==> src/hfe_ram.sv <==
// ----------------------------------------------------------------------------
// hfe_ram
// Generic single write port, single read port RAM with registered read data.
// ----------------------------------------------------------------------------
`default_nettype none

module hfe_ram #(
   parameter int WIDTH = 8,
   parameter int DEPTH = 256
) (
   input  wire logic                     clock,
   input  wire logic                     wr_en,
   input  wire logic [$clog2(DEPTH)-1:0] wr_addr,
   input  wire logic [WIDTH-1:0]         wr_data,
   input  wire logic                     rd_en,
   input  wire logic [$clog2(DEPTH)-1:0] rd_addr,
   output logic      [WIDTH-1:0]         rd_data
);

   logic [WIDTH-1:0] mem [DEPTH];

   always_ff @(posedge clock) begin
      if (wr_en) begin
         mem[wr_addr] <= wr_data;
      end
      if (rd_en) begin
         rd_data <= mem[rd_addr];
      end
   end

endmodule

`default_nettype wire

==> config.mk <==
export PLATFORM = sky130hd
export DESIGN_NAME = hfe_ram
export DESIGN_NICKNAME = d
export VERILOG_FILES = /design/src/hfe_ram.sv
export SDC_FILE = /design/constraint.sdc
export NUM_CORES = 2
export LEC_CHECK = 0
export BUFFER_PORTS_ARGS = -buffer_cell sky130_fd_sc_hd__clkbuf_2
export CAP_MARGIN = 20
export CORE_ASPECT_RATIO = 1.5
export CORE_MARGIN = 8
export CORE_UTILIZATION = 50
export DETAILED_ROUTE_END_ITERATION = 8
export PLACE_DENSITY = 0.65
export SYNTH_ARGS = -nofsm -noshare
export SYNTH_HDL_FRONTEND = slang
export SYNTH_SLANG_ARGS = --single-unit
==> constraint.sdc <==
create_clock -name clock -period 3.07 [get_ports clock]
set_input_delay 0.1535 -clock clock [delete_from_list [all_inputs] [get_ports clock]]
set_output_delay 0.1535 -clock clock [all_outputs]
set_load 0.02 [all_outputs]
==> summary.txt <==
Clocking
  • TritonCTS Sinks: 2056
  • Maximum buffer depth of the clock tree: 3
  • Clock transition at path regs: 0.06 ns
  • Latest clock arrival within the worst-skew pair: 0.81 ns
  • Level count of the clock H-tree: 4
  • Number of buffers inserted during clock tree synthesis: 175
  • CTS tree: yes
  • # Post-CTS Setup Buffers: 0
  • Root buffer cell: clkbuf_16

Flow run
  • Max Cap Violations: 0

Synthesis
  • Post-synth top area share: 77.53%
  • Cells after synthesis: 3733
  • Number of nets in the synthesized netlist: 3760
  • Simple-gate portion of the synthesized area: 2.625%
  • Share of the synthesized netlist area taken by xor and xnor gates: 0%
  • Dominant combinational cell family by area after synthesis: multiplexers
  • Top cells by area in the synthesized netlist: edfxtp_1 (78%), mux4_2 (13%), mux2i_1 (1.7%)
  • Post-synthesis compound-gate area fraction: 3.416%
  • Mux share of post-synthesis cell area: 14.60%
  • Area of the mapped netlist: 0.07964 mm^2
  • Sequential-to-total area share from yosys stat: 77.53%
  • Number of warnings reported in the yosys synthesis log: 0
  • Cell type with the highest aggregate area in the netlist: edfxtp_1
  • Synthesized flop and latch total: 2056
  • Avg Inst Size Synth: 21.33 um^2
  • Post-synth EDFFs: 2056
  • Synth Area in Adders: 0%
  • Most frequently used flop master after synthesis: edfxtp_1
  • Synth unique cells: 54
  • Share of flip-flops with an asynchronous set or reset: 0%

GRT
  • Number of global-route vias before repair: 40540
  • Pin count of the biggest net entering global routing: 117
  • Tot GR Track Use: 23.05%
  • Total global routing overflow: 0
  • Antenna violations before repair: 12
  • First-pass GRT wire length: 288900 um

Floorplan
  • I/O pin cnt: 35
  • Die outline area: 0.1726 mm^2
  • Floorplan die width: 341.9 um
  • Core area: 0.1583 mm^2
  • Starting density of the core: 50.29%
  • Standard-cell row count: 179
  • Chip Height: 504.8 um

Pwr
  • Switching power total: 11820 uW
  • Share of power burned in the clock network: 39.2%
  • Switching part of the total: 21.12%
  • Fraction of power consumed by sequential logic: 55.3%
  • Logic pwr share: 5.5%
  • Power density cells: 613.5 mW/mm^2
  • Cell-internal power: 44150 uW
  • Worst IR Drop VDD: 633.0 uV
  • Total leakage power: 0.02900 uW

Routing
  • Routed wirelength normalized by instance count: 31.24 um
  • Ratio of routed vias to standard cells: 6.180
  • First-pass iteration count of the detailed router: 5
  • Total vias in the final route: 39870
  • Number of design rule violations left after detail routing: 0
  • Number of nets with antenna violations after routing: 0
  • Number of design-rule violations left by the first detailed-router iteration: 4430
  • Wire length after detailed routing: 201600 um

STA
  • Tmin final: 3.044 ns
  • Unrepaired setup endpoints after global routing: false
  • Worst Tran Pin Value: 1.075 ns
  • Post-route clock period utilization: 99.16%
  • Final setup fails: 0
  • Final clock skew: 0.02396 ns
  • Number of pins with negative max-slew slack in the final report: 0
  • Achievable Freq: 0.3285 GHz
  • Summed negative setup slack over all endpoints: 0 ns
  • Hold Slack: 0.02738 ns
  • Headroom to the max-slew limit: 27.67%
  • Final number of hold-violating endpoints: 0

Layout
  • Sequential standard cell area: 0.06174 mm^2
  • Most frequent standard cell in the layout excluding fill and tap cells: edfxtp_1
  • Total area of multi-input combinational cells: 0.01650 mm^2
  • Fill cells: 11410
  • Share of post-route cells with drive strength above 1: 28.63%
  • Signed area change from the synthesized netlist to the final layout: 14.56%
  • NumNets Final: 4241
  • Most frequent cells in the layout: edfxtp_1 (2056), mux4_2 (454), buf_4 (441)
  • Post-Layout Cell Count: 6452

Setup path
  • Required time at the worst-slack endpoint: 3.60 ns
  • Maximum net fanout on the critical path: 1
  • Crit path DAT: 3.57 ns
  • Type of the worst setup path: reg2reg
  • Element type at the critical path start: flip-flop
  • Number of cells on the worst reg-to-reg path: 6
  • Endpoint class of the critical path: flip-flop

Place
  • Count of buffers from port buffering: 34
  • # placed instances: 6111
  • HPWL after detailed placement: 131200 um
  • Weighted congestion at the end of routability-driven global placement: 0.8804

Worst hold path
  • Cell depth of the worst min-delay path: 1
  • Path type of the worst min-delay path: in2reg

Run status
  • Result of the run: completed
[state kept, by name, summed over array words and instances, names as in the netlist]
| name | flops |
|---|---|
| rd_data | 8 |
| mem | 2048 |
[routing by layer]
metal	vias to the layer above	global-route usage [%]	wire, um
met2	1618	39.64	103900
li1	16660	-	-
met1	21200	28.99	73980
met5	-	0	60
met3	389	3.940	13990
met4	8	9.498	9637
[worst max-delay path, cell delays in order (launching register included)]
cell and delay (ns):
edfxtp_1 0.37, mux4_2 0.51, a22oi_1 0.34, a21oi_1 0.29, nor4_1 0.97, buf_4 0.26
nor4_1 0.05
[worst paths after layout]
check | slack [ns] | end | from
worst max register to register | 0.03 | rd_data[3]$_DFFE_PP_ | mem[136][3]$_DFFE_PP_
worst max-delay path | 0.03 | rd_data[3]$_DFFE_PP_ | mem[136][3]$_DFFE_PP_
worst min register to register | 1.03 | rd_data[5]$_DFFE_PP_ | mem[33][5]$_DFFE_PP_
worst min-delay path | 0.03 | mem[242][3]$_DFFE_PP_ | wr_data[3]
[metrics by stage]
step           total power, uW  util, %  setup slack, ns  cell area, um^2
2_1_floorplan            33090        -           0.8404            79640
3_3_place_gp             34630    54.01          -0.6186            85530
3_5_place_dp             34670    54.02          -0.5189            85530
4_1_cts                  56320    57.60           0.1033            91210
5_1_grt                  57390    57.61           0.1139            91220
6_report                 55970    57.62          0.02565            91230
[layout make-up]
class,count,area share [%]
Tap cell,2081,2.854
Timing Repair Buffer,537,5.222
Clock buffer,215,5.011
Inverter,2,0.008229
Multi-Input combinational cell,1442,18.09
Clock inverter,110,1.122
Antenna cell,9,0.02469
Sequential cell,2056,67.67
[synth_stat cells, drive strengths merged, types with 10 or more instances]
master and count:
nand4 10, edfxtp 2056, o221ai 47, nand3 34
o21ai 12, o211ai 10, a21oi 96, nor3 22
clkbuf 111, o22ai 28, buf 122, mux2i 134
nand2 33, nor2b 31, nor2 282, a22oi 133
nor4 27, mux4 456, a221oi 14, a211oi 16
[power by group through the flow]
stage	combinational, uW	sequential (uW)	clock (uW)
after floorplan	1500	31600	0
after global placement	3040	31600	0
final	3080	31000	21900
after global routing	3210	31000	23200
after detailed placement	3080	31600	0
after CTS	3100	31000	22200
[logic make-up after synthesis]
group | after synthesis
muxes | 591
buffers and inverters | 235
AOI/OAI and AO/OA | 385
and+or+nand+nor | 466
DFF | 2056
[what timing repair did]
action,4_1_cts,5_1_grt
endpoints found under the setup margin,2,0
endpoints found under the hold margin,557,0
resized for setup,2,0
hold buffers,7,0
(Power assumes the default switching activity.)
